==> config.mk <==
export PLATFORM = sky130hd
export DESIGN_NAME = owner_slot_allocator_core
export DESIGN_NICKNAME = d
export VERILOG_FILES = /design/src/osa_pkg.sv /design/src/osa_owner_ram.sv /design/src/osa_ctrl.sv /design/src/owner_slot_allocator_core.sv
export VERILOG_INCLUDE_DIRS = /design/src /design/src/src
export SDC_FILE = /design/constraint.sdc
export NUM_CORES = 1
export LEC_CHECK = 0
export CORE_AREA = 2 2 209 211
export CTS_CLUSTER_DIAMETER = 100
export DETAILED_ROUTE_END_ITERATION = 16
export DIE_AREA = 0 0 211 213
export DONT_BUFFER_PORTS = 1
export PLACE_DENSITY = 0.72
export SYNTH_ARGS = -nofsm -noshare
export SYNTH_HDL_FRONTEND = slang
export SYNTH_SLANG_ARGS = --single-unit
export TNS_END_PERCENT = 10
==> constraint.sdc <==
create_clock -name clk_i -period 3.6 [get_ports clk_i]
set_input_delay 0.18 -clock clk_i [delete_from_list [all_inputs] [get_ports clk_i]]
set_output_delay 0.18 -clock clk_i [all_outputs]
set_load 0.03 [all_outputs]
==> src/owner_slot_allocator_core_defines.svh <==
// assertion macros shared by the owner slot allocator rtl
// users must have clk_i and rst_ni in scope
`ifndef OWNER_SLOT_ALLOCATOR_CORE_DEFINES_SVH
`define OWNER_SLOT_ALLOCATOR_CORE_DEFINES_SVH

// checked only outside reset
`define OSA_ASSERT(lbl, prop, msg) \
  lbl: assert property (@(posedge clk_i) disable iff (!rst_ni) prop) \
    else $error(msg);

// checked at every edge, reset included
`define OSA_ASSERT_ALWAYS(lbl, prop, msg) \
  lbl: assert property (@(posedge clk_i) prop) else $error(msg);

`endif

==> src/osa_pkg.sv <==
// package of the owner slot allocator: sizes, opcodes, payload and control structs
// no dependencies
`default_nettype none

package osa_pkg;

  localparam int unsigned SLOT_COUNT = 16;
  localparam int unsigned SLOT_BYTES = 256;

  localparam int unsigned OWNER_W = 22;
  localparam int unsigned ADDR_W  = 64;
  localparam int unsigned INDEX_W = 4;
  localparam int unsigned OP_W    = 2;

  localparam int unsigned IDX_W  = $clog2(SLOT_COUNT);
  localparam int unsigned HINT_W = $clog2(SLOT_COUNT + 1);
  localparam int unsigned OFF_W  = $clog2(SLOT_BYTES + 1) + IDX_W;

  typedef enum logic [OP_W-1:0] {
    OP_ALLOC   = 2'd0,
    OP_RELEASE = 2'd1,
    OP_CLEAR   = 2'd2
  } op_e;

  typedef enum logic [1:0] {
    ST_IDLE,
    ST_SCAN,
    ST_FINISH
  } state_e;

  typedef struct packed {
    logic [OP_W-1:0]    opcode;
    logic [OWNER_W-1:0] owner_id;
  } req_t;

  typedef struct packed {
    logic               ok;
    logic [ADDR_W-1:0]  slot_address;
    logic [INDEX_W-1:0] slot_index;
  } rsp_t;

  // owner table access from the controller
  typedef struct packed {
    logic               rd_en;
    logic [IDX_W-1:0]   rd_addr;
    logic               wr_en;
    logic [IDX_W-1:0]   wr_addr;
    logic [OWNER_W-1:0] wr_data;
    logic               clr;
  } ram_req_t;

  // finished transaction, before the address is formed
  typedef struct packed {
    logic             done;
    logic             ok;
    logic             grant;
    logic [IDX_W-1:0] pick;
  } res_t;

endpackage

`default_nettype wire

==> src/osa_owner_ram.sv <==
// owner table: synchronous memory with registered read data and per-entry valid bits
// depends on osa_pkg
`default_nettype none

module osa_owner_ram (
  input  wire logic              clk_i,
  input  wire logic              rst_ni,
  input  wire osa_pkg::ram_req_t ram_i,
  output logic [osa_pkg::OWNER_W-1:0] rd_data_o
);

  logic [osa_pkg::OWNER_W-1:0] mem_q [osa_pkg::SLOT_COUNT];
  logic [osa_pkg::SLOT_COUNT-1:0] vld_q;
  logic [osa_pkg::OWNER_W-1:0] rd_data_q;
  logic                        rd_hit_q;

  // an entry that is not valid reads as a free slot
  always_ff @(posedge clk_i or negedge rst_ni) begin
    if (!rst_ni) begin
      vld_q    <= '0;
      rd_hit_q <= 1'b0;
    end else begin
      if (ram_i.clr) begin
        vld_q <= '0;
      end else if (ram_i.wr_en) begin
        vld_q[ram_i.wr_addr] <= 1'b1;
      end
      if (ram_i.rd_en) begin
        rd_hit_q <= vld_q[ram_i.rd_addr];
      end
    end
  end

  always_ff @(posedge clk_i) begin
    if (ram_i.wr_en) begin
      mem_q[ram_i.wr_addr] <= ram_i.wr_data;
    end
    if (ram_i.rd_en) begin
      rd_data_q <= mem_q[ram_i.rd_addr];
    end
  end

  assign rd_data_o = rd_hit_q ? rd_data_q : '0;

endmodule

`default_nettype wire

==> src/osa_ctrl.sv <==
// allocator sequencer: owner table scan, read-modify-write, free hint and result register
// depends on osa_pkg and owner_slot_allocator_core_defines.svh
`default_nettype none

`include "owner_slot_allocator_core_defines.svh"

module osa_ctrl (
  input  wire logic                        clk_i,
  input  wire logic                        rst_ni,
  input  wire logic                        start_i,
  input  wire osa_pkg::req_t               req_i,
  output logic                             busy_o,
  output osa_pkg::ram_req_t                ram_o,
  input  wire logic [osa_pkg::OWNER_W-1:0] rd_data_i,
  output osa_pkg::res_t                    res_o
);

  localparam int unsigned IdxW  = osa_pkg::IDX_W;
  localparam int unsigned HintW = osa_pkg::HINT_W;

  osa_pkg::state_e state_q, state_d;
  osa_pkg::op_e    op_q;
  logic [osa_pkg::OWNER_W-1:0] owner_q;
  logic [IdxW:0]   issue_q;
  logic            chk_vld_q;
  logic [IdxW-1:0] chk_idx_q;
  logic            found_q;
  logic [IdxW-1:0] pick_q;
  logic [HintW-1:0] hint_q;
  osa_pkg::res_t   res_q;

  logic                        accept;
  logic                        hint_valid;
  logic                        issue_more;
  logic [osa_pkg::OWNER_W-1:0] target;
  logic                        match;
  logic                        last_chk;

  assign accept     = start_i && (state_q == osa_pkg::ST_IDLE);
  assign hint_valid = hint_q < HintW'(osa_pkg::SLOT_COUNT);
  assign issue_more = issue_q < (IdxW + 1)'(osa_pkg::SLOT_COUNT);
  // allocate looks for a free slot, release for the owner
  assign target     = (op_q == osa_pkg::OP_ALLOC) ? '0 : owner_q;
  assign match      = chk_vld_q && (rd_data_i == target);
  assign last_chk   = chk_vld_q && (chk_idx_q == IdxW'(osa_pkg::SLOT_COUNT - 1));

  always_comb begin
    state_d = state_q;
    case (state_q)
      osa_pkg::ST_IDLE: begin
        if (start_i) begin
          case (osa_pkg::op_e'(req_i.opcode))
            osa_pkg::OP_ALLOC:   state_d = hint_valid ? osa_pkg::ST_FINISH : osa_pkg::ST_SCAN;
            osa_pkg::OP_RELEASE: state_d = osa_pkg::ST_SCAN;
            default:             state_d = osa_pkg::ST_FINISH;
          endcase
        end
      end
      osa_pkg::ST_SCAN: begin
        if (match || last_chk) begin
          state_d = osa_pkg::ST_FINISH;
        end
      end
      osa_pkg::ST_FINISH: state_d = osa_pkg::ST_IDLE;
      default:            state_d = osa_pkg::ST_IDLE;
    endcase
  end

  always_comb begin
    ram_o         = '0;
    ram_o.rd_addr = issue_q[IdxW-1:0];
    ram_o.wr_addr = pick_q;
    ram_o.wr_data = (op_q == osa_pkg::OP_ALLOC) ? owner_q : '0;
    case (state_q)
      osa_pkg::ST_SCAN: begin
        ram_o.rd_en = issue_more;
      end
      osa_pkg::ST_FINISH: begin
        ram_o.wr_en = found_q &&
                      ((op_q == osa_pkg::OP_ALLOC) || (op_q == osa_pkg::OP_RELEASE));
        ram_o.clr   = (op_q == osa_pkg::OP_CLEAR);
      end
      default: begin
        ram_o.rd_en = 1'b0;
      end
    endcase
  end

  always_ff @(posedge clk_i or negedge rst_ni) begin
    if (!rst_ni) begin
      state_q    <= osa_pkg::ST_IDLE;
      hint_q     <= '0;
      chk_vld_q  <= 1'b0;
      found_q    <= 1'b0;
      res_q      <= '0;
    end else begin
      state_q    <= state_d;
      res_q.done <= (state_q == osa_pkg::ST_FINISH);
      if (accept) begin
        chk_vld_q <= 1'b0;
        found_q   <= (osa_pkg::op_e'(req_i.opcode) == osa_pkg::OP_ALLOC) && hint_valid;
      end else if (state_q == osa_pkg::ST_SCAN) begin
        chk_vld_q <= issue_more && !(match || last_chk);
        if (match) begin
          found_q <= 1'b1;
        end
      end else if (state_q == osa_pkg::ST_FINISH) begin
        res_q.ok    <= found_q || (op_q == osa_pkg::OP_CLEAR);
        res_q.grant <= found_q && (op_q == osa_pkg::OP_ALLOC);
        res_q.pick  <= found_q ? pick_q : '0;
        if (found_q && (op_q == osa_pkg::OP_ALLOC)) begin
          hint_q <= HintW'(osa_pkg::SLOT_COUNT);
        end else if (found_q && (op_q == osa_pkg::OP_RELEASE) &&
                     (HintW'(pick_q) < hint_q)) begin
          hint_q <= HintW'(pick_q);
        end
      end
    end
  end

  always_ff @(posedge clk_i) begin
    if (accept) begin
      op_q    <= osa_pkg::op_e'(req_i.opcode);
      owner_q <= req_i.owner_id;
      issue_q <= '0;
      pick_q  <= hint_q[IdxW-1:0];
    end else if (state_q == osa_pkg::ST_SCAN) begin
      if (issue_more) begin
        issue_q <= issue_q + (IdxW + 1)'(1);
      end
      chk_idx_q <= issue_q[IdxW-1:0];
      if (match) begin
        pick_q <= chk_idx_q;
      end
    end
  end

  assign busy_o = (state_q != osa_pkg::ST_IDLE);
  assign res_o  = res_q;

  `OSA_ASSERT(a_accept_busy, accept |=> busy_o, "accepted transaction did not raise busy")
  `OSA_ASSERT(a_done_after_finish, res_q.done |-> $past(state_q == osa_pkg::ST_FINISH),
              "result strobe without a finishing transaction")
  `OSA_ASSERT(a_grant_kills_hint,
              (state_q == osa_pkg::ST_FINISH && op_q == osa_pkg::OP_ALLOC && found_q) |=>
              (hint_q == HintW'(osa_pkg::SLOT_COUNT)),
              "free hint still valid after a grant")
  `OSA_ASSERT_ALWAYS(a_hint_range, !rst_ni || (hint_q <= HintW'(osa_pkg::SLOT_COUNT)),
                     "free hint beyond slot count")

endmodule

`default_nettype wire

==> src/owner_slot_allocator_core.sv <==
// owner slot allocator top level: page base register, slot address, sequencer and owner table
// depends on osa_pkg, osa_ctrl and osa_owner_ram
`default_nettype none

// Usage
// - command channel: a transaction is taken at a clock edge with start high and busy low.
//   req_i.opcode selects allocate, release or clear; req_i.owner_id names the owner.
// - result channel: done_o is high for one cycle with rsp_o; there is no back-pressure,
//   the receiver must take it in that cycle.
// - configuration: cfg_we_i writes cfg_wdata_i into page_start; write only while idle.
// Sequencing (slot count 16 here)
// - allocate with a valid free hint, clear, unused opcode: no scan, straight to the finishing state.
// - allocate without hint, release: the owner table is read one entry per cycle through
//   its single read port into its read register, then a match is written back in the finishing state;
//   the scan stops at the first matching index, or after the last entry when nothing matches.
// - busy drops in the cycle done_o rises, so a new transaction can be taken while the
//   previous result is on the ports.
// Reset
// - asynchronous, active low: every slot free, free hint names slot 0, page_start 0.
//   No clearing pass: per-entry valid bits clear at once.
module owner_slot_allocator_core (
  input  wire logic                       clk_i,
  input  wire logic                       rst_ni,
  input  wire logic                       start,
  output logic                            busy,
  input  wire osa_pkg::req_t              req_i,
  input  wire logic                       cfg_we_i,
  input  wire logic [osa_pkg::ADDR_W-1:0] cfg_wdata_i,
  output logic                            done_o,
  output osa_pkg::rsp_t                   rsp_o
);

  localparam int unsigned OffW = osa_pkg::OFF_W;

  logic [osa_pkg::ADDR_W-1:0]  page_start_q;
  osa_pkg::ram_req_t           ram_req;
  logic [osa_pkg::OWNER_W-1:0] rd_data;
  osa_pkg::res_t               res;
  logic [OffW-1:0]             offset;

  always_ff @(posedge clk_i or negedge rst_ni) begin
    if (!rst_ni) begin
      page_start_q <= '0;
    end else if (cfg_we_i) begin
      page_start_q <= cfg_wdata_i;
    end
  end

  osa_ctrl u_ctrl (
    .clk_i     (clk_i),
    .rst_ni    (rst_ni),
    .start_i   (start),
    .req_i     (req_i),
    .busy_o    (busy),
    .ram_o     (ram_req),
    .rd_data_i (rd_data),
    .res_o     (res)
  );

  osa_owner_ram u_owner_ram (
    .clk_i     (clk_i),
    .rst_ni    (rst_ni),
    .ram_i     (ram_req),
    .rd_data_o (rd_data)
  );

  // small constant multiply, address wraps at 64 bits
  assign offset = OffW'(osa_pkg::SLOT_BYTES) * OffW'(res.pick);

  assign done_o             = res.done;
  assign rsp_o.ok           = res.ok;
  assign rsp_o.slot_address = res.grant ?
                              (page_start_q + osa_pkg::ADDR_W'(offset)) : '1;
  assign rsp_o.slot_index   = osa_pkg::INDEX_W'(res.pick);

endmodule

`default_nettype wire
# --- Word level (Yosys, flattened, before mapping) ---
# Memories as Yosys holds them, arrays and structs flattened. A register that Yosys moved wholly into a read port is not among the register bits.
# Cells that the tools add are included.
totals:
  in_bits: 92
  wordCells: 96
  reg_bits: 134
  ram_bits: 352
  memories: 1
  output_inout_bits: 71
classes:
  muxes: 31
  n_eq_ne: 9
  reduce_logical: 28
  addsub: 2
  n_bitwise: 3
  n_lt_le_gt_ge: 6
mem_list:
  columns: ["name", "words", "word_bits", "rd", "rd_ports_with_merged_regs", "write_ports", "line", "source"]
  rows:
  - ["u_owner_ram.mem_q", 16, 22, 1, 1, 1, "osa_owner_ram.sv:12", "logic [osa_pkg::OWNER_W-1:0] mem_q [osa_pkg::SLOT_COUNT];"]
op_table:
  columns: ["cell", "count"]
  rows:
  - ["two-way mux 22 bit", 3]
  - ["adder 64 x 12 -> 64 bit", 1]
  - ["two-way mux 64 bit", 1]
  - ["two-way mux 16 bit", 2]
  - ["equality test 22 bit", 1]
  - ["two-way mux 4 bit", 4]
  - ["OR 16 bit", 1]
  - ["two-way mux 1 bit", 12]
  - ["logical AND 1 bit", 10]
  - ["< comparator 4 x 5 -> 1 bit, second input constant", 2]
  - ["< comparator 5 bit, second input constant", 2]
  - ["two-way mux 5 bit", 2]
  - ["nonzero test 2 bit", 5]
  - ["one-hot mux 2 bit (2 select lines)", 2]
  - ["AND reduction 2 bit", 4]
  - ["equality test 2 x 1 -> 1 bit, second input constant", 3]
  - ["logical NOT 2 bit", 3]
  - ["two-way mux 2 bit", 3]
  - ["adder 5 x 1 -> 5 bit, second input constant", 1]
  - ["< comparator 4 x 5 -> 1 bit", 1]
  - ["binary-select mux 1 bit (select 4 bit)", 1]
  - ["demux 1 bit (select 4 bit)", 1]
  - ["equality test 2 bit, second input constant", 2]
  - ["equality test 4 bit, second input constant", 1]
  - ["other kinds (8)", 11]

# --- Logic depth before layout (Yosys ltp) ---
logic_depth:
  word_depth: 9
  depth_mapped: 10

# --- Modules after synthesis ---
# Synthesis repeated with hierarchy kept, for this count alone.
hier_totals:
  hier_cells: 1280
  area_unflattened_um2: 21526.9
by_module_without_submodules:
  columns: ["module", "area_per_inst_um2", "cells_each", "n_inst"]
  rows:
  - ["osa_owner_ram", 14810.5, 616, 1]
  - ["owner_slot_allocator_core", 4075.2, 418, 1]
  - ["osa_ctrl", 2641.3, 246, 1]

# --- Least setup slack after synthesis ---
# Ideal clock, no wire load.
synth_path:
  path_kind: "register -> register"
  from: "reg u_ctrl.state_q[0]"
  to: "mem u_owner_ram.mem_q[0][0] (netlist bit) (enable)"
  n_path_buf: 1
  period_less_slack_ns: 3.323
  path_slack_ns: 0.277
  t_arrival_ns: 2.892
  stages_incl_launch_ff: 7
  required_ns: 3.169
  setup_time_ns: 0.431
  path_cell_list: "dfrtp_1 > nand2b_1 > clkbuf_1 > clkinv_1 > nand3b_1 > or3_1 > nor3_1"
synth_via:
  elab_chain_cells: 4
synth_rtl:
  columns: ["element", "line", "source"]
  rows:
  - ["start, declared", "osa_ctrl.sv:21", "osa_pkg::state_e state_q, state_d;"]
  - ["start signal, assigned", "osa_ctrl.sv:91", "state_q <= osa_pkg::ST_IDLE;"]
  - ["start signal, assigned", "osa_ctrl.sv:97", "state_q <= state_d;"]
  - ["equality test 2 bit", "osa_ctrl.sv:74", "case (state_q)"]
  - ["two-way mux 1 bit", "osa_ctrl.sv:74", null]
  - ["two-way mux 1 bit", "osa_owner_ram.sv:35", "if (ram_i.wr_en) begin"]
  - ["two-way mux 1 bit (not written as such)", "osa_owner_ram.sv:36", "mem_q[ram_i.wr_addr] <= ram_i.wr_data;"]
  - ["end, declared", "osa_owner_ram.sv:12", null]
# No other way between the ends.

==> out/results.tsv <==
stage	metric	value	unit
sta	Post-Route Skew	0.0280	ns
worst_setup_path	r2r setup slk	0.53	ns
power	Cell Pwr Density	652	mW/mm²
yosys	Primary FF master, synth	edfxtp_1	
clock_tree	post-CTS setup buffer count	0	
yosys	YS warnings	0	
power	Switch Pwr	0.00448	W
yosys	Post-Syn Area	0.0211	mm²
worst_setup_path	worst reg2reg startpoint	u_owner_ram.rd_hit_q	
routing	First DRT Iteration DRCs	1374	
floorplan	I/O Pins	163	
routing	ANT nets after route	0	
routing	DR pass1 iterations	5	
yosys	Netlist cell types	62	
power	Seq pwr share	47.5	%
clock_tree	worst-skew pair later-pin latency	0.60	ns
clock_tree	CTS buffer count	50	
layout	most common cell after layout, fill and taps aside	edfxtp_1	
routing	wire per inst	25.3	µm
clock_tree	Worst-path clk slew	0.07	ns
placed_design	routability cong.	0.830	
floorplan	Initial Utilization	49.4	%
sta	count of final setup violators	0	
sta	Final Hold Fails	0	
global_route	vias in the first global route	11800	
yosys	cell count after synthesis	1223	
yosys	syn nets	1324	
global_route	global router's overall resource usage	22.0	%
worst_setup_path	Crit Path Class	flop to primary output	
sta	setup repair after global routing missed its margin	true	
global_route	pin count of the biggest net entering global routing	98	
worst_setup_path	R2R cell count	7	
status	status	finished clean	
floorplan	Die ar.	0.0449	mm²
placed_design	# port buffers	0	
worst_setup_path	Startpoint Class	flop	
power	part of the power in the clock network	33.4	%
min_path	hold path startpoint	cfg_we_i	
sta	fmax	287	MHz
yosys	sequential share of the synthesized area	69.7	%
floorplan	Rows	76	
power	Switching Fraction	27.9	%
routing	routed length on met1	19.6	mm
min_path	hold worst-path end	page_start_q[61]	
placed_design	dpl hpwl	27.9	mm
yosys	asr flop ratio synth	19.1	%
min_path	Hold Path Class	input pin to flop	
layout	fillers	3134	
yosys	register bit total from synthesis	508	
power	Pint	0.0116	W
power	Final Power	0.0160	W
worst_setup_path	worst setup path start	u_ctrl.res_o[1]	
layout	synthesis-to-finish area growth	16.4	%
yosys	EDFF count, synth	406	
clock_tree	CTS tree	done	
clock_tree	clock root buffer	clkbuf_16	
sta	slew of the pin with the lowest slew margin	1.15	ns
power	Comb pwr share	19.1	%
flow_run	Max Cap Viol	0	
global_route	first-pass GRT wire length	72.6	mm
layout	most frequent cells in the layout	edfxtp_1, mux4_2, nand2_1	
clock_tree	clk buf depth	3	
floorplan	Core Region	0.0427	mm²
routing	via count	11700	
power	Leakage	8.23	nW
sta	Slew Viols, Final	0	
layout	Util after Layout	57.6	%
global_route	initial antenna violation count	1	
sta	period utilization	96.8	%
clock_tree	CTS Sinks	508	
floorplan	Die Height	213	µm
routing	top sig layer	met4	
sta	fin crit period	3.48	ns
global_route	grt ovf	0	
sta	Rel. slew slack	23.1	%
layout	Final nets	1439	
routing	metal2 WL	24.1	mm
worst_setup_path	R2R Path End	u_ctrl.pick_q[2]	
routing	via/cell ratio	6.06	
worst_setup_path	WP data required	3.42	ns
layout	fraction of layout cells with a size suffix above 1	24.1	%
yosys	Avg Cell Area, Syn	17.3	µm²
sta	final setup TNS	0	ns
worst_setup_path	Setup crit end kind	primary output	
floorplan	die width	211	µm
worst_setup_path	critical path arrival	3.30	ns
clock_tree	H-tree depth	2	
routing	DR WL met3	3.70	mm
power	Worst VDD drop	0.547	mV
min_path	hold path depth	2	
worst_setup_path	critical path fanouts, max	8	
sta	worst hold slack	0.0522	ns
routing	residual DRC count	0	
routing	WL final	48.6	mm
==> per-stage QoR <==
step | setup slack [ns] | instances | instance area, µm²
after detailed placement | 0.546 | 1740 | 21900
after floorplan | 0.277 | 1223 | 21100
after global routing | -0.0327 | 1923 | 24600
after CTS | 0.0148 | 1922 | 24600
final | 0.116 | 1923 | 24600
after global placement | 0.581 | 1740 | 21900
==> power groups by stage <==
stage | sequential, W | clock (W) | combinational (W)
global route | 0.00767 | 0.00568 | 0.00331
global placement | 0.00770 | 0 | 0.00289
detailed placement | 0.00771 | 0 | 0.00294
floorplan | 0.00724 | 0 | 0.00262
CTS | 0.00760 | 0.00546 | 0.00310
finish | 0.00761 | 0.00535 | 0.00307
==> final cells by class <==
type	instances	area, µm²	area share, %
Clock inverter	23	325	1.32
Multi-Input combinational cell	632	6130	24.9
Tap cell	546	683	2.78
Timing Repair Buffer	130	1280	5.20
Sequential cell	508	14700	59.9
Antenna cell	1	2.50	0.0102
Inverter	16	60.1	0.244
Clock buffer	67	1370	5.56
==> state kept, by name, summed over array words and instances (netlist names) <==
register,cells
page_start_q,64
u_ctrl.chk_idx_q,4
u_ctrl.chk_vld_q,1
u_ctrl.found_q,1
u_ctrl.hint_q,5
u_ctrl.issue_q,5
u_ctrl.op_q,2
u_ctrl.owner_q,22
u_ctrl.pick_q,4
u_ctrl.res_o,7
u_ctrl.state_q,2
u_owner_ram.mem_q,352
u_owner_ram.rd_data_q,22
u_owner_ram.rd_hit_q,1
u_owner_ram.vld_q,16
==> worst max-delay path by stage <==
| stage | endpoint | slack, ns |
|---|---|---|
| floorplan | u_owner_ram.mem_q[0][0] | 0.28 |
| global placement | rsp_o[54] | 0.58 |
| detailed placement | rsp_o[54] | 0.55 |
| CTS | rsp_o[54] | 0.01 |
| global route | rsp_o[65] | -0.03 |
| finish | rsp_o[65] | 0.12 |
==> cells by family after synthesis <==
logic type | Yosys count | share of synthesized area, %
buf+inv | 83 | 1.91
fa+ha+maj | 9 | 0.569
xor+xnor | 46 | 1.91
mux | 177 | 15.6
flops | 508 | 69.7
simple gates | 299 | 7.35
compound gates | 101 | 2.96
==> metal layers <==
layer | track usage, % | up-vias
met2 | 37.5 | 519
met3 | 3.85 | 80
li1 | - | 4996
met4 | 6.80 | 0
met5 | 0 | -
met1 | 29.0 | 6056
==> critical path, stage by stage, from the launching register on <==
cell and delay (ns):
dfrtp_1 0.54, ha_1 0.36, a21o_1 0.13, a211oi_1 0.12, nor4_4 0.55, and4_1 0.46, and3_1 0.20, o21ai_1 0.10
buf_4 0.27
==> synth_stat cells (4+ instances only) <==
cell	n	area share, %
a21o_1	4	0.14
a21oi_1	17	0.40
a22oi_1	6	0.21
and2_1	24	0.71
and3_1	16	0.47
and4_1	5	0.21
buf_1	5	0.089
buf_2	12	0.28
buf_4	6	0.21
clkbuf_1	38	0.68
dfrtp_1	97	11
dfxtp_1	5	0.47
edfxtp_1	406	58
ha_1	8	0.47
inv_1	15	0.27
mux2_2	62	3.3
mux4_2	115	12
nand2_1	108	1.9
nand2b_1	24	0.71
nand3_1	38	0.90
nand4_1	12	0.36
nor2_1	31	0.55
nor3_1	7	0.17
o21a_1	17	0.60
o21ai_0	33	0.78
o21ai_1	5	0.12
or3_1	10	0.30
xnor2_1	15	0.62
xor2_1	31	1.3
==> timing repair <==
item	in CTS	in global routing
hold buffers	92	0
gates resized for setup	2	5
cloned	0	0
setup endpoints to repair	2	10
hold endpoints to repair	188	0
(Power assumes the default switching activity.)
